`src/rtl/trail_ribbon_vertex_gen_assert.svh`:
```
// ----------------------------------------------------------------------------
// Trail ribbon vertex generator assertion macros
// Concurrent assertion shorthands that compile away for synthesis.
// ----------------------------------------------------------------------------
`ifndef TRAIL_RIBBON_VERTEX_GEN_ASSERT_SVH
`define TRAIL_RIBBON_VERTEX_GEN_ASSERT_SVH

`ifndef SYNTHESIS

// Same-cycle implication, sampled on the rising clock edge.
`define TRV_ASSERT_IMP(label, clk, rst_n, ante, cons) \
  label: assert property (@(posedge clk) disable iff (!rst_n) (ante) |-> (cons)) \
    else $error("trail ribbon assertion failed");

// Next-cycle implication, sampled on the rising clock edge.
`define TRV_ASSERT_NXT(label, clk, rst_n, ante, cons) \
  label: assert property (@(posedge clk) disable iff (!rst_n) (ante) |=> (cons)) \
    else $error("trail ribbon assertion failed");

`else

`define TRV_ASSERT_IMP(label, clk, rst_n, ante, cons)
`define TRV_ASSERT_NXT(label, clk, rst_n, ante, cons)

`endif

`endif

```
`src/rtl/trv_pkg.sv`:
```
// ----------------------------------------------------------------------------
// Trail ribbon vertex generator package
// Shared widths, register indexes, modes and the types passed between units.
// ----------------------------------------------------------------------------
package trv_pkg;

  localparam int COORD_W    = 32;
  localparam int MAX_POINTS = 1024;
  localparam int IDX_W      = $clog2(MAX_POINTS);
  localparam int CNT_W      = 11;
  localparam int MODE_W     = 2;
  localparam int WIDTH_W    = 31;
  localparam int TEXV_W     = 16;
  localparam int CFG_IDX_W  = 3;
  localparam int CFG_DATA_W = 32;
  localparam int FIFO_DEPTH = 2;

  // 0.99 in unsigned Q0.16, rounded.
  localparam logic [TEXV_W-1:0] V_CLAMP = 16'd64881;
  localparam logic [CNT_W-1:0]  MAX_CNT = CNT_W'(MAX_POINTS);
  localparam logic [WIDTH_W-1:0] WIDTH_RST = 31'd65536;

  // Configuration register indexes.
  localparam logic [CFG_IDX_W-1:0] REG_MODE  = 3'd0;
  localparam logic [CFG_IDX_W-1:0] REG_WIDTH = 3'd1;
  localparam logic [CFG_IDX_W-1:0] REG_COUNT = 3'd2;
  localparam logic [CFG_IDX_W-1:0] REG_CAM_X = 3'd3;
  localparam logic [CFG_IDX_W-1:0] REG_CAM_Y = 3'd4;
  localparam logic [CFG_IDX_W-1:0] REG_CAM_Z = 3'd5;

  typedef enum logic [MODE_W-1:0] {
    MODE_RIGHT = 2'd0,
    MODE_BILL  = 2'd1,
    MODE_RAW   = 2'd2,
    MODE_OFF   = 2'd3
  } mode_t;

  typedef logic signed [COORD_W-1:0] coord_t;

  typedef struct packed {
    mode_t               mode;
    logic [WIDTH_W-1:0]  width;
    logic [CNT_W-1:0]    count;
    coord_t              cam_x;
    coord_t              cam_y;
    coord_t              cam_z;
  } trv_cfg_t;

  // One classified point waiting for the vertex engine.
  typedef struct packed {
    mode_t             mode;
    logic [IDX_W-1:0]  idx;
    logic [CNT_W-1:0]  div;
    coord_t            px;
    coord_t            py;
    coord_t            pz;
    coord_t            ax;
    coord_t            ay;
    coord_t            az;
  } trv_item_t;

  typedef struct packed {
    logic full;
    logic empty;
  } trv_fifo_st_t;

endpackage

```
`src/rtl/trv_fifo.sv`:
```
// ----------------------------------------------------------------------------
// Trail ribbon point queue
// Short queue of classified points between the front end and the engine.
// ----------------------------------------------------------------------------
module trv_fifo (
  input  logic                  clk,
  input  logic                  rst_n,
  input  logic                  push,
  input  trv_pkg::trv_item_t    push_item,
  input  logic                  pop,
  output trv_pkg::trv_item_t    pop_item,
  output trv_pkg::trv_fifo_st_t st
);
  import trv_pkg::*;

  localparam int PTR_W = $clog2(FIFO_DEPTH);

  trv_item_t        mem [FIFO_DEPTH];
  logic [PTR_W-1:0] wr_ptr_r;
  logic [PTR_W-1:0] rd_ptr_r;
  logic [PTR_W:0]   cnt_r;

  // Entry storage.
  always_ff @(posedge clk) begin
    if (push) begin
      mem[wr_ptr_r] <= push_item;
    end
  end

  // Pointers and fill level.
  always_ff @(posedge clk) begin
    if (!rst_n) begin
      wr_ptr_r <= '0;
      rd_ptr_r <= '0;
      cnt_r    <= '0;
    end else begin
      if (push) begin
        wr_ptr_r <= wr_ptr_r + 1'b1;
      end
      if (pop) begin
        rd_ptr_r <= rd_ptr_r + 1'b1;
      end
      if (push && !pop) begin
        cnt_r <= cnt_r + 1'b1;
      end else if (pop && !push) begin
        cnt_r <= cnt_r - 1'b1;
      end
    end
  end

  assign pop_item = mem[rd_ptr_r];
  assign st.full  = (cnt_r == (PTR_W+1)'(FIFO_DEPTH));
  assign st.empty = (cnt_r == '0);

endmodule

```
`config.mk`:
```
export PLATFORM = sky130hd
export DESIGN_NAME = trv_fifo
export DESIGN_NICKNAME = d
export VERILOG_FILES = /design/src/rtl/trail_ribbon_vertex_gen_assert.svh /design/src/rtl/trv_pkg.sv /design/src/rtl/trv_fifo.sv
export SDC_FILE = /design/constraint.sdc
export NUM_CORES = 1
export LEC_CHECK = 0
export BUFFER_PORTS_ARGS = -buffer_cell sky130_fd_sc_hd__buf_2
export CAP_MARGIN = 40
export CORE_MARGIN = 8
export CORE_UTILIZATION = 52
export DETAILED_ROUTE_END_ITERATION = 7
export PLACE_DENSITY_LB_ADDON = 0.05
export RECOVER_POWER = 100
export REMOVE_ABC_BUFFERS = 1
export SLEW_MARGIN = 20
export SYNTH_ARGS = -nofsm -noshare
export SYNTH_HDL_FRONTEND = slang
export SYNTH_SLANG_ARGS = --single-unit
```
`constraint.sdc`:
```
create_clock -name clk -period 13 [get_ports clk]
set_input_delay 1.3 -clock clk [delete_from_list [all_inputs] [get_ports clk]]
set_output_delay 1.3 -clock clk [all_outputs]
set_load 0.01 [all_outputs]
```
Word level (Yosys, flattened, before mapping). Memories as Yosys holds them, arrays and structs flattened. A register that Yosys moved wholly into a read port is not among the register bits. Cells that the tools add are included.

Flip-flop bits (word level): 4. Bits in latches: 0. RAM bits: 430. ROM bits: 0. Input bits: 219. Logic and storage cells: 21. Memories kept: 1.

Add/subtract/negate cells: 4. Multiply operators: 0. Divide/modulo/power cells: 0. Magnitude comparators: 0. Eq/ne operators: 1. Shifts and indexed selects: 0. Muxes and demuxes: 6. Bitwise logic cells: 0. Reductions and logical operators: 6.

Memories: mem (words 2, width 215, rd ports 1, clocked after Yosys merged registers in 1, write ports 1, RTL line trv_fifo.sv:18) `trv_item_t mem [FIFO_DEPTH];`.

Operators with widths (count): 1-bit 2-to-1 mux (4); 2-bit 2-to-1 mux (2); 1-bit adder (second input constant) (2); 2-bit by 1-bit adder with 2-bit output (second input constant) (1); 2-bit == test (second input constant) (1); 1-bit logical AND (2); 1-bit logical NOT (2); 2-bit logical NOT (1); 2-bit nonzero test (1); 2-bit by 1-bit subtractor with 2-bit output (second input constant) (1).

Longest topological paths before layout.
Depth in word-level cells: 4. Depth in mapped cells: 5. Gate-level depth less buffers: 5.

Least setup slack after synthesis. OpenSTA, ideal clock, no wires.

Path kind: in2reg. Start point: input port push. End point: register wr_ptr_r. Library setup time: 0.102 ns. Data arrival time: 11.335 ns. Data required time: 12.898 ns. Slack: 1.563 ns. Cell stages on the path: 2. Path buffers: 0. Path through: nor2b_1 o21a_1.

RTL lines: from (decl) (RTL line trv_fifo.sv:8) `input logic push,`; to (signal assigned) (RTL line trv_fifo.sv:38) `wr_ptr_r <= wr_ptr_r + 1'b1;`; to (decl) (RTL line trv_fifo.sv:19) `logic [PTR_W-1:0] wr_ptr_r;`.

==> flow_summary.json <==
{
  "status": "finished, violations left",
  "failed_checks": "max-capacitance violations, max-slew violations",
  "setup_viol": 0,
  "core_area_sq_um": 31200,
  "power_leakage_nw": 6.98,
  "num_vias": 8074,
  "relSlewSlack_pct": -105,
  "peakVddDrop_v": 0.000151,
  "holdBufCountCts": 0,
  "multi_input_area_sq_um": 2570,
  "ctsHtreeMaxLevel": 2,
  "tightestPinTransition_ps": 3070,
  "routedWlPerCell_um": 22.7,
  "crit_type": "reg -> out",
  "endpoint_kind": "output port",
  "fin_skew_ps": 20.5,
  "clkLatencyLatePin_ps": 530,
  "netlist_instances": 691,
  "cp-start-kind": "register",
  "start_util_pct": 52.3,
  "holdPathEnd": "cnt_r[1]",
  "cp_data_required_time_ps": 11700,
  "synth_area_sq_um": 16300,
  "synth_common_cells": "430 x edfxtp_1, 150 x mux2_4, 65 x mux2_2",
  "ys.warnings.count": 0,
  "numPortBuffers": 435,
  "min_from": "cnt_r[1]",
  "area_delta_synth_final_pct": 19.5,
  "arrival_ps": 6130,
  "power.density_nw_per_um2": 160,
  "fin_crit_ps": 7430,
  "ff2ff_path_depth": 4,
  "final_hold_viol_count": 0,
  "synth.most_common_cell": "edfxtp_1",
  "drive_above_1_share_pct": 34.4,
  "fin_crit_sh_pct": 57.2,
  "clock-sinks": 435,
  "grt_first_pass_wirelength_mm": 53.0,
  "grt_overflow_total": 0,
  "yosysTopAreaCell": "edfxtp_1",
  "ys_ff_latch": 435,
  "track_usage_pct": 18.7,
  "path_clk_slew_ps": 60,
  "nFillCells": 2435,
  "fp.dieW_um": 193,
  "rows": 65,
  "hold_ws_ps": 526,
  "hp-class": "reg -> reg",
  "cts_buffer_depth": 3,
  "viasPerCell": 5.03,
  "synthFlopType": "edfxtp_1",
  "drc": 0,
  "reg2reg_slack_ps": 7230,
  "ant_nets": 0,
  "root_buffer": "clkbuf_16",
  "post-place-cells": 1520,
  "cts_setup_buffers": 0,
  "routed_wl_mm": 36.4,
  "synth-async-reset-ratio_pct": 0,
  "r2r-end": "mem[0][125]",
  "max_freq_ghz": 0.135,
  "die_y_um": 193,
  "grt_pass1_vias": 8682,
  "final_nets": 1384,
  "r2r-start": "wr_ptr_r",
  "ctsResizeCount": 0,
  "antenna_found_initial": 17,
  "cpPeakStageDelay_ps": 1490,
  "worstPathMaxFanout": 39,
  "netlist_top_cells_area": "edfxtp_1 79%, mux2_4 14%, mux2_2 4.5%, buf_6 1.2%, dfxtp_1 0.61%",
  "drv_cap": 14,
  "report.final.slew_viol_count": 561,
  "io_pins": 436,
  "hpwl_mm": 26.3,
  "cts_buffers": 43,
  "grt_setup_unrepaired": "false",
  "finalSetupTns_ps": 0,
  "crit_path_frequent_cell": "clkbuf_1",
  "avgSynthCellArea_sq_um": 23.7,
  "cts_tree": "done",
  "min_path_cells": 2,
  "firstDrtPassIters": 4,
  "critPathSlowestCell": "dfxtp_1",
  "synth_edf_count": 430,
  "ff_latch_area_sq_um": 13000,
  "die_area_sq_um": 37400,
  "gp_congestion": 0.763,
  "synth_cell_types": 17,
  "crit_chain": "clkbuf_1 -> clkbuf_1 -> buf_4 -> buf_12 -> mux2_1 -> buf_2",
  "finish.utilization_pct": 62.6,
  "synth_top_area_share_pct": 79.0,
  "grt_max_degree": 64,
  "ys_seq_area_share_pct": 79.6,
  "dr.first_iter.drc_count": 305,
  "final_cells": 1605
}
==> per-layer routing <==
| metal | share of wire (%) | GRT usage (%) | up-vias |
|---|---|---|---|
| met2 | 50 | 31.9 | 325 |
| met3 | 11 | 8.94 | 70 |
| met1 | 36 | 20.3 | 3938 |
| met5 | 0.39 | 0 | - |
| li1 | - | - | 3717 |
| met4 | 2.4 | 6.39 | 24 |
==> worst max-delay path, delay by kind of cell, from the launching register on <==
kind	cells	cell delay (ps)
flip-flops	1	1490
buffers and inverters	5	3680
multiplexers	1	360
==> per-stage QoR <==
step	worst slack (ps)	cell area, sq um	total power, mW
after floorplan	1560	16100	1.94
after global placement	8470	18900	2.03
after detailed placement	8620	19000	2.04
after CTS	8050	20400	3.22
after global routing	5000	19500	3.24
final	5570	19500	3.13
==> registers in the layout, summed over array words and instances (netlist names), named ones only <==
register,count
cnt_r,2
mem,430
rd_ptr_r,1
wr_ptr_r,1
==> power breakdown <==
group / internal (mW) / switching (mW)
clock: 0.706 / 0.481
combinational: 0.123 / 0.171
sequential: 1.63 / 0.0205
total: 2.46 / 0.673
==> how the worst max path moves through the flow <==
| stage | endpoint | slack (ps) |
|---|---|---|
| after floorplan | wr_ptr_r | 1560 |
| after global placement | pop_item[19] | 8470 |
| after global routing | pop_item[184] | 5000 |
| after detailed placement | pop_item[19] | 8620 |
| final | pop_item[184] | 5570 |
| after CTS | pop_item[19] | 8050 |
==> cell families after synthesis <==
| family | synth area share [%] |
|---|---|
| flops | 79.6 |
| mux | 18.3 |
| buf+inv | 1.45 |
| simple gates | 0.329 |
| compound gates | 0.122 |
| xor+xnor | 0.161 |
| fa+ha+maj | 0.0765 |
==> cell usage in the layout, fill, tap and decap left out, types with 2 or more instances in the layout <==
master,n
edfxtp_1,430
and2_1,2
clkbuf_16,45
clkinv_1,13
diode_2,7
mux2_4,10
buf_2,277
mux2_1,141
dfxtp_1,5
mux2_2,64
and2_0,2
bufinv_16,4
clkinv_2,8
clkbuf_1,179
xor2_1,2
nor2b_1,3
==> area by class of cell <==
type / instances / share of cell area [%]
inverter: 1 / 0.0192
timing repair buffer: 452 / 10.6
clock buffer: 51 / 5.88
clock inverter: 26 / 1.11
tap: 402 / 2.57
sequential: 435 / 66.6
multi-input combinational: 231 / 13.2
antenna: 7 / 0.0897
Note: power is estimated with default switching activity, not from simulation.
