--- src/rtl/trail_ribbon_vertex_gen_assert.svh ---
// ----------------------------------------------------------------------------
// Trail ribbon vertex generator assertion macros
// Concurrent assertion shorthands that compile away for synthesis.
// ----------------------------------------------------------------------------
`ifndef TRAIL_RIBBON_VERTEX_GEN_ASSERT_SVH
`define TRAIL_RIBBON_VERTEX_GEN_ASSERT_SVH

`ifndef SYNTHESIS

// Same-cycle implication, sampled on the rising clock edge.
`define TRV_ASSERT_IMP(label, clk, rst_n, ante, cons) \
  label: assert property (@(posedge clk) disable iff (!rst_n) (ante) |-> (cons)) \
    else $error("trail ribbon assertion failed");

// Next-cycle implication, sampled on the rising clock edge.
`define TRV_ASSERT_NXT(label, clk, rst_n, ante, cons) \
  label: assert property (@(posedge clk) disable iff (!rst_n) (ante) |=> (cons)) \
    else $error("trail ribbon assertion failed");

`else

`define TRV_ASSERT_IMP(label, clk, rst_n, ante, cons)
`define TRV_ASSERT_NXT(label, clk, rst_n, ante, cons)

`endif

`endif

--- src/rtl/trv_pkg.sv ---
// ----------------------------------------------------------------------------
// Trail ribbon vertex generator package
// Shared widths, register indexes, modes and the types passed between units.
// ----------------------------------------------------------------------------
package trv_pkg;

  localparam int COORD_W    = 32;
  localparam int MAX_POINTS = 1024;
  localparam int IDX_W      = $clog2(MAX_POINTS);
  localparam int CNT_W      = 11;
  localparam int MODE_W     = 2;
  localparam int WIDTH_W    = 31;
  localparam int TEXV_W     = 16;
  localparam int CFG_IDX_W  = 3;
  localparam int CFG_DATA_W = 32;
  localparam int FIFO_DEPTH = 2;

  // 0.99 in unsigned Q0.16, rounded.
  localparam logic [TEXV_W-1:0] V_CLAMP = 16'd64881;
  localparam logic [CNT_W-1:0]  MAX_CNT = CNT_W'(MAX_POINTS);
  localparam logic [WIDTH_W-1:0] WIDTH_RST = 31'd65536;

  // Configuration register indexes.
  localparam logic [CFG_IDX_W-1:0] REG_MODE  = 3'd0;
  localparam logic [CFG_IDX_W-1:0] REG_WIDTH = 3'd1;
  localparam logic [CFG_IDX_W-1:0] REG_COUNT = 3'd2;
  localparam logic [CFG_IDX_W-1:0] REG_CAM_X = 3'd3;
  localparam logic [CFG_IDX_W-1:0] REG_CAM_Y = 3'd4;
  localparam logic [CFG_IDX_W-1:0] REG_CAM_Z = 3'd5;

  typedef enum logic [MODE_W-1:0] {
    MODE_RIGHT = 2'd0,
    MODE_BILL  = 2'd1,
    MODE_RAW   = 2'd2,
    MODE_OFF   = 2'd3
  } mode_t;

  typedef logic signed [COORD_W-1:0] coord_t;

  typedef struct packed {
    mode_t               mode;
    logic [WIDTH_W-1:0]  width;
    logic [CNT_W-1:0]    count;
    coord_t              cam_x;
    coord_t              cam_y;
    coord_t              cam_z;
  } trv_cfg_t;

  // One classified point waiting for the vertex engine.
  typedef struct packed {
    mode_t             mode;
    logic [IDX_W-1:0]  idx;
    logic [CNT_W-1:0]  div;
    coord_t            px;
    coord_t            py;
    coord_t            pz;
    coord_t            ax;
    coord_t            ay;
    coord_t            az;
  } trv_item_t;

  typedef struct packed {
    logic full;
    logic empty;
  } trv_fifo_st_t;

endpackage

--- src/rtl/trv_if.sv ---
// ----------------------------------------------------------------------------
// Trail ribbon vertex generator channels
// Valid/ready channels for trail points in and vertices out.
// ----------------------------------------------------------------------------
interface trv_in_if;
  import trv_pkg::*;

  logic   valid;
  logic   ready;
  coord_t point_x;
  coord_t point_y;
  coord_t point_z;
  coord_t right_x;
  coord_t right_y;
  coord_t right_z;
  coord_t back_x;
  coord_t back_y;
  coord_t back_z;

  modport source (output valid, point_x, point_y, point_z, right_x, right_y, right_z,
                  back_x, back_y, back_z, input ready);
  modport sink (input valid, point_x, point_y, point_z, right_x, right_y, right_z,
                back_x, back_y, back_z, output ready);
endinterface


--- src/rtl/trv_front.sv ---
// ----------------------------------------------------------------------------
// Trail ribbon front end
// Holds the configuration, counts points along the trail and queues the
// points that produce vertices.
// ----------------------------------------------------------------------------
module trv_front (
  input  logic                          clk,
  input  logic                          rst_n,
  input  logic                          cfg_we,
  input  logic [trv_pkg::CFG_IDX_W-1:0]  cfg_idx,
  input  logic [trv_pkg::CFG_DATA_W-1:0] cfg_wdata,
  trv_in_if.sink                        in_pt,
  output trv_pkg::trv_cfg_t             cfg,
  output logic                          push,
  output trv_pkg::trv_item_t            push_item,
  input  trv_pkg::trv_fifo_st_t         fifo_st
);
  import trv_pkg::*;

  trv_cfg_t         cfg_r;
  logic [IDX_W-1:0] idx_r;
  logic [IDX_W-1:0] idx_nxt;
  logic [CNT_W-1:0] cnt;
  logic [CNT_W-1:0] need;
  logic [CNT_W-1:0] cur;
  logic [CNT_W-1:0] cur_inc;
  logic             accept;

  // Configuration writes.
  always_ff @(posedge clk) begin
    if (!rst_n) begin
      cfg_r.mode  <= MODE_RIGHT;
      cfg_r.width <= WIDTH_RST;
      cfg_r.count <= '0;
      cfg_r.cam_x <= '0;
      cfg_r.cam_y <= '0;
      cfg_r.cam_z <= '0;
    end else if (cfg_we) begin
      unique case (cfg_idx)
        REG_MODE:  cfg_r.mode  <= mode_t'(cfg_wdata[MODE_W-1:0]);
        REG_WIDTH: cfg_r.width <= cfg_wdata[WIDTH_W-1:0];
        REG_COUNT: cfg_r.count <= cfg_wdata[CNT_W-1:0];
        REG_CAM_X: cfg_r.cam_x <= coord_t'(cfg_wdata[COORD_W-1:0]);
        REG_CAM_Y: cfg_r.cam_y <= coord_t'(cfg_wdata[COORD_W-1:0]);
        REG_CAM_Z: cfg_r.cam_z <= coord_t'(cfg_wdata[COORD_W-1:0]);
        default: ;
      endcase
    end
  end

  assign cfg = cfg_r;

  // Classify the point: effective count, index wrap and whether it is drawn.
  assign in_pt.ready = !fifo_st.full;
  assign accept      = in_pt.valid && in_pt.ready;
  assign cnt         = (cfg_r.count > MAX_CNT) ? MAX_CNT : cfg_r.count;
  assign need        = (cfg_r.mode == MODE_RAW) ? CNT_W'(4) : CNT_W'(2);
  assign cur         = (CNT_W'(idx_r) >= cnt) ? '0 : CNT_W'(idx_r);
  assign cur_inc     = cur + 1'b1;

  always_comb begin
    idx_nxt = idx_r;
    push    = 1'b0;
    if (accept) begin
      unique case (cfg_r.mode)
        MODE_OFF: ;
        default: begin
          if (cnt < need) begin
            idx_nxt = '0;
          end else begin
            push    = 1'b1;
            idx_nxt = (cur_inc >= cnt) ? '0 : cur_inc[IDX_W-1:0];
          end
        end
      endcase
    end
  end

  always_ff @(posedge clk) begin
    if (!rst_n) begin
      idx_r <= '0;
    end else begin
      idx_r <= idx_nxt;
    end
  end

  // Queue entry.
  always_comb begin
    push_item.mode = cfg_r.mode;
    push_item.idx  = cur[IDX_W-1:0];
    push_item.div  = (cfg_r.mode == MODE_RAW) ? cnt : cnt - 1'b1;
    push_item.px   = in_pt.point_x;
    push_item.py   = in_pt.point_y;
    push_item.pz   = in_pt.point_z;
    if (cfg_r.mode == MODE_RIGHT) begin
      push_item.ax = in_pt.right_x;
      push_item.ay = in_pt.right_y;
      push_item.az = in_pt.right_z;
    end else begin
      push_item.ax = in_pt.back_x;
      push_item.ay = in_pt.back_y;
      push_item.az = in_pt.back_z;
    end
  end

endmodule

--- src/flat_wrapper.sv ---
// flat-port wrapper written by rule: the top's interface ports become plain ports
module trv_front_flat import trv_pkg::*;
  (clk, rst_n, cfg_we, cfg_idx, cfg_wdata, cfg, push, push_item, fifo_st, in_pt_valid, in_pt_point_x, in_pt_point_y, in_pt_point_z, in_pt_right_x, in_pt_right_y, in_pt_right_z, in_pt_back_x, in_pt_back_y, in_pt_back_z, in_pt_ready);
  trv_in_if in_pt_i ();
  input  logic clk;
  input  logic rst_n;
  input  logic cfg_we;
  input  logic [trv_pkg::CFG_IDX_W-1:0] cfg_idx;
  input  logic [trv_pkg::CFG_DATA_W-1:0] cfg_wdata;
  output trv_pkg::trv_cfg_t cfg;
  output logic push;
  output trv_pkg::trv_item_t push_item;
  input  trv_pkg::trv_fifo_st_t fifo_st;
  input wire logic [$bits(in_pt_i.valid)-1:0] in_pt_valid;
  input wire logic [$bits(in_pt_i.point_x)-1:0] in_pt_point_x;
  input wire logic [$bits(in_pt_i.point_y)-1:0] in_pt_point_y;
  input wire logic [$bits(in_pt_i.point_z)-1:0] in_pt_point_z;
  input wire logic [$bits(in_pt_i.right_x)-1:0] in_pt_right_x;
  input wire logic [$bits(in_pt_i.right_y)-1:0] in_pt_right_y;
  input wire logic [$bits(in_pt_i.right_z)-1:0] in_pt_right_z;
  input wire logic [$bits(in_pt_i.back_x)-1:0] in_pt_back_x;
  input wire logic [$bits(in_pt_i.back_y)-1:0] in_pt_back_y;
  input wire logic [$bits(in_pt_i.back_z)-1:0] in_pt_back_z;
  output wire logic [$bits(in_pt_i.ready)-1:0] in_pt_ready;
  assign in_pt_i.valid = in_pt_valid;
  assign in_pt_i.point_x = in_pt_point_x;
  assign in_pt_i.point_y = in_pt_point_y;
  assign in_pt_i.point_z = in_pt_point_z;
  assign in_pt_i.right_x = in_pt_right_x;
  assign in_pt_i.right_y = in_pt_right_y;
  assign in_pt_i.right_z = in_pt_right_z;
  assign in_pt_i.back_x = in_pt_back_x;
  assign in_pt_i.back_y = in_pt_back_y;
  assign in_pt_i.back_z = in_pt_back_z;
  assign in_pt_ready = in_pt_i.ready;
  trv_front u_core (.clk(clk), .rst_n(rst_n), .cfg_we(cfg_we), .cfg_idx(cfg_idx), .cfg_wdata(cfg_wdata), .in_pt(in_pt_i), .cfg(cfg), .push(push), .push_item(push_item), .fifo_st(fifo_st));
endmodule
--- config.mk ---
export PLATFORM = sky130hd
export DESIGN_NAME = trv_front_flat
export DESIGN_NICKNAME = d
export VERILOG_FILES = /design/src/rtl/trail_ribbon_vertex_gen_assert.svh /design/src/rtl/trv_pkg.sv /design/src/rtl/trv_if.sv /design/src/rtl/trv_front.sv /design/src/flat_wrapper.sv
export SDC_FILE = /design/constraint.sdc
export NUM_CORES = 1
export LEC_CHECK = 0
export BUFFER_PORTS_ARGS = -buffer_cell sky130_fd_sc_hd__buf_4
export CORE_AREA = 2 2 264 266
export CTS_BUF_LIST = sky130_fd_sc_hd__clkbuf_8 sky130_fd_sc_hd__clkbuf_16
export CTS_CLUSTER_SIZE = 8
export DETAILED_ROUTE_END_ITERATION = 8
export DIE_AREA = 0 0 266 268
export HOLD_SLACK_MARGIN = 0.1
export PLACE_DENSITY_LB_ADDON = 0.12
export SKIP_CTS_REPAIR_TIMING = 1
export SLEW_MARGIN = 40
export SYNTH_ARGS = -nofsm -noshare
export SYNTH_HDL_FRONTEND = slang
export SYNTH_SLANG_ARGS = --single-unit
export TNS_END_PERCENT = 5
--- constraint.sdc ---
create_clock -name clk -period 11.7 [get_ports clk]
set_input_delay 0 -clock clk [delete_from_list [all_inputs] [get_ports clk]]
set_output_delay 0 -clock clk [all_outputs]
set_load 0.02 [all_outputs]
### Yosys cells after proc, flatten, opt, wreduce, memory -nomap -nowiden

Cells that the tools add are included.
Widths: inputs -> output; s select.

| operators by class | value |
|---|---|
| add/subtract/negate cells | 2 |
| $lt $le $gt $ge | 4 |
| eq/ne operators | 7 |
| muxes and demuxes | 10 |
| bitwise logic cells | 1 |
| reductions and logical operators | 11 |

Operator list:

| kind | count |
|---|---|
| $mux 96 | 1 |
| $mux 10 | 3 |
| $mux 11 | 2 |
| $reduce_and 2->1 | 7 |
| $add 11x1->11 const B | 1 |
| $ge 10x11->1 | 1 |
| $ge 11x11->1 | 1 |
| $gt 11x11->1 const B | 1 |
| $lt 11x11->1 | 1 |
| $sub 11x1->11 const B | 1 |
| $eq 3x2->1 const B | 2 |
| $eq 3x3->1 const B | 2 |
| $eq 2x2->1 const B | 2 |
| $eq 3x1->1 const B | 1 |
| $logic_not 3->1 | 1 |
| $mux 1 | 3 |
| $mux 3 | 1 |
| $logic_not 2->1 | 1 |
| $logic_and 1x1->1 | 1 |
| $logic_not 1->1 | 1 |
| $not 1->1 | 1 |

| storage, ports and cells | value |
|---|---|
| register bits after elaboration | 150 |
| word-level logic and storage cells | 42 |

### Depth between registers and ports, before layout

| depth | value |
|---|---|
| word-level depth | 8 |
| gate-level depth with buffers | 24 |
| gate-level depth less buffers | 21 |

### Worst setup path before layout

Ideal clock, no wire load.

| path | value |
|---|---|
| kind | flip-flop to flip-flop |
| from | register u_core.cfg_r, in the netlist u_core.cfg[106] |
| to | register u_core.idx_r[2] |
| arrival time | 4983 ps |
| slack | 6624 ps |
| stages on the path, launching flop included | 25 |
| period minus slack after synthesis | 5076 ps |
| cells stage by stage | dfxtp_1 clkbuf_1 inv_1 clkbuf_1 nand2_1 inv_1 ha_1 nor2b_1 o21ai_0 a21oi_1 o22a_1 clkbuf_1 and2_1 ha_1 nand3_1 nor2_1 xnor2_1 nor2_1 ha_1 nand4_1 a21oi_1 o311a_4 a2111oi_4 nand3_2 o311ai_2 |

RTL lines:

| item | RTL line | source |
|---|---|---|
| from (decl) | trv_front.sv:20 | `trv_cfg_t cfg_r;` |
| to (signal assigned) | trv_front.sv:83 | `idx_r <= idx_nxt;` |
| to (decl) | trv_front.sv:21 | `logic [IDX_W-1:0] idx_r;` |

### Final worst setup path

| path | value |
|---|---|
| from | register u_core.cfg_r, in the netlist u_core.cfg[106] |
| to | register u_core.idx_r[2] |

| between the ends | value |
|---|---|
| cells in the longest elaborated chain, start to end | 8 |
| elaborated cells on any way between the ends | 9 |
| those cells by class | add/sub: 1; order compare: 4; mux: 4 |

RTL lines:

| item | RTL line | source |
|---|---|---|
| $gt 11x11->1 | trv_front.sv:56 | `assign cnt = (cfg_r.count > MAX_CNT) ? MAX_CNT : cfg_r.count;` |
| $mux 11 (*) | trv_front.sv:56 |  |
| $ge 10x11->1 | trv_front.sv:58 | `assign cur = (CNT_W'(idx_r) >= cnt) ? '0 : CNT_W'(idx_r);` |
| $mux 10 | trv_front.sv:58 |  |
| $add 11x1->11 | trv_front.sv:59 | `assign cur_inc = cur + 1'b1;` |
| $ge 11x11->1 | trv_front.sv:72 | `idx_nxt = (cur_inc >= cnt) ? '0 : cur_inc[IDX_W-1:0];` |
| $mux 10 | trv_front.sv:72 |  |
| $mux 10 (*) | trv_front.sv:68 | `if (cnt < need) begin` |

Mark *: on every way between the ends. The rest lies on a longest branch, timed or not.
A chain may end at the register's enable or synchronous reset.

==> summary.txt <==
CTS tree = done
final worst slack = 5760 ps
commonest non-fill, non-tap cell in the layout = buf_4
CTS Buffer Depth = 2
crit-path max cell delay = 620 ps
asr flop ratio synth = 0%
Post-DP Area = 12500 um2
unrepaired setup endpoints after global routing = no
Unique masters post-synth = 45
crit path time final = 5940 ps
DR iter-0 viols = 454
crit path max fanout = 17
worst-margin pin slew = 794 ps
IO buf count = 492
synth warn = 0
Layout area overhead = 70.3%
Worst VDD drop = 0.0000971 V
CP Launch Type = flop
Util after Layout = 21.1%
max frequency = 168 MHz
Hold/Removal Path Class = input port to flop
Final Instance Count excl. Fillers = 2414
leak pwr = 6.01 nW
Die ar. = 71300 um2
routed via count = 8745
Vias/cell = 3.62
share of the clock period used by the worst path = 50.8%
final hold slack = 35.1 ps
Final Hold Viols = 0
Slew Viols, Final = 0
most frequent cells in the layout = buf_4, nand2_1, dfxtp_1, a21boi_0, dlygate4sd3_1
routability congestion estimate = 0.775
top_reg_cell synth = dfxtp_1
core area = 68200 um2
critical path capture point type = flop
Mapped Nets = 1372
Setup-failing EPs final = 0
max cap viols = 0
post-detail-place hpwl = 38700 um
Worst Setup Path Type = flop to flop
Cell Area, Synth = 8460 um2
Post-synth EDFFs = 0
CTS buffer count = 17
first-pass iteration count of the detailed router = 5
status = finished clean
final wirelength = 49800 um
worst path cell trace = inv_1 > nand2_1 > ha_1 > a21oi_1 > o21ai_0 > a21oi_1 > o22a_1 > and2_1 > ha_1 > nand3_1 > nor2_1 > nand2_1 > and2_1 > o21a_1 > ha_1 > and3_1 > o311a_4 > a2111oi_4 > buf_4 > nand3_2 > o311ai_2
initial core utilization = 12.4%
synthesized area per cell = 8.30 um2
Row Count = 96
largest net degree at the start of global routing = 94
arrival time at the worst endpoint = 6330 ps
antenna-violating nets left = 0
Setup TNS = 0 ps
Yosys reg bits = 150
register area share after synthesis = 35.5%
Die H = 268 um
cell count after synthesis = 1019
H-tree depth = 4
critical path data required time = 12090 ps
initial antenna violation count = 1
Die Wd = 266 um
vias in the first global route = 8250
fin area = 14400 um2
critical path's slowest cell = dfxtp_1
Setup Skew = 5.07 ps
gr ovfl total = 0
Root Buffer Master = clkbuf_16
CP most frequent cell = ha_1
Placed Instances = 2245
first-pass GRT wire length = 65100 um
clk slew on worst S/H paths = 70 ps
Tot Pwr = 1.50 mW
DRC viols = 0
layout cell share with drive strength beyond 1 = 42.3%
Max-slew headroom = 46.7%
worst slack at placement = 5650 ps
I/O pin count = 686
clock sinks = 150
Pwr Density = 104 nW/um2
nets = 1868
GRT Total Usage = 13.2%
Skew-Pair Late Insertion Delay = 480 ps
average wire per standard cell = 20.6 um
## cells in the mapped netlist (2+ instances only)
master | instances | area share, %
a21boi_0 | 137 | 12
a21o_1 | 2 | 0.18
a21oi_1 | 9 | 0.53
and2_1 | 13 | 0.96
and3_1 | 2 | 0.15
and4_1 | 2 | 0.21
buf_2 | 4 | 0.24
buf_4 | 98 | 8.7
clkbuf_1 | 53 | 2.4
dfxtp_1 | 150 | 35
ha_1 | 24 | 3.5
inv_1 | 10 | 0.44
mux2_2 | 96 | 13
mux2i_1 | 3 | 0.35
nand2_1 | 311 | 14
nand2b_1 | 4 | 0.30
nand3_1 | 8 | 0.47
nand4_1 | 5 | 0.37
nor2_1 | 23 | 1.0
nor2b_1 | 7 | 0.52
nor3_1 | 6 | 0.35
o2111ai_1 | 5 | 0.52
o21a_1 | 4 | 0.35
o21ai_0 | 7 | 0.41
o21bai_1 | 2 | 0.18
o22ai_1 | 5 | 0.37
or2_2 | 2 | 0.15
or3_1 | 2 | 0.15
or4_1 | 2 | 0.18
xnor2_1 | 4 | 0.41
xor2_1 | 5 | 0.52
## final timing paths
path                                startpoint                            to  slack (ps)  cells past startpoint
hold reg to reg    u_core.cfg[29]$_SDFFE_PN0P_   u_core.cfg[29]$_SDFFE_PN0P_         460                      2
setup / recovery  u_core.cfg[106]$_SDFFE_PN0P_  u_core.idx_r[2]$_SDFFE_PN0P_        5760                     21
hold / removal                      fifo_st[1]  u_core.idx_r[0]$_SDFFE_PN0P_          40                      5
setup reg to reg  u_core.cfg[106]$_SDFFE_PN0P_  u_core.idx_r[2]$_SDFFE_PN0P_        5760                     21
## layout make-up
class	count	area, um2
Antenna cell	4	10.0
Clock buffer	19	453
Clock inverter	13	161
Fill cell	7650	53800
Inverter	10	37.5
Multi-Input combinational cell	703	4540
Sequential cell	150	3000
Tap cell	882	1100
Timing Repair Buffer	633	5100
## per-layer routing
layer / global-route usage, % / vias up / routed length (um)
li1: - / 4311 / -
met1: 18.4 / 4094 / 24600
met2: 18.2 / 316 / 21300
met3: 5.44 / 22 / 3440
met4: 3.87 / 2 / 509
met5: 0 / - / 11
## critical path, delay by kind of cell (launching register included)
kind	cells	cell delay [ps]
buffers and inverters	2	620
DFF	1	620
AOI/OAI and AO/OA	8	2110
and+or+nand+nor	8	1700
adders and majority gates	3	820
## report_power, final
group | switching [mW] | internal, mW
combinational | 0.200 | 0.170
sequential | 0.00642 | 0.521
clock | 0.274 | 0.333
## flip-flops by register name, summed over array words and instances, names as in the netlist
| name | cells |
|---|---|
| u_core.idx_r | 10 |
| u_core.cfg | 140 |
## logic make-up after synthesis
family | count (synthesis) | share of synthesized area [%]
AND/OR/NAND/NOR | 391 | 19.0
XOR/XNOR | 9 | 0.932
multiplexers | 99 | 13.1
buffers and inverters | 166 | 11.8
flip-flops | 150 | 35.5
AO/OA/AOI/OAI | 180 | 16.1
adder cells (fa/ha/maj) | 24 | 3.55
No activity file was read; power rests on OpenSTA's default activity.
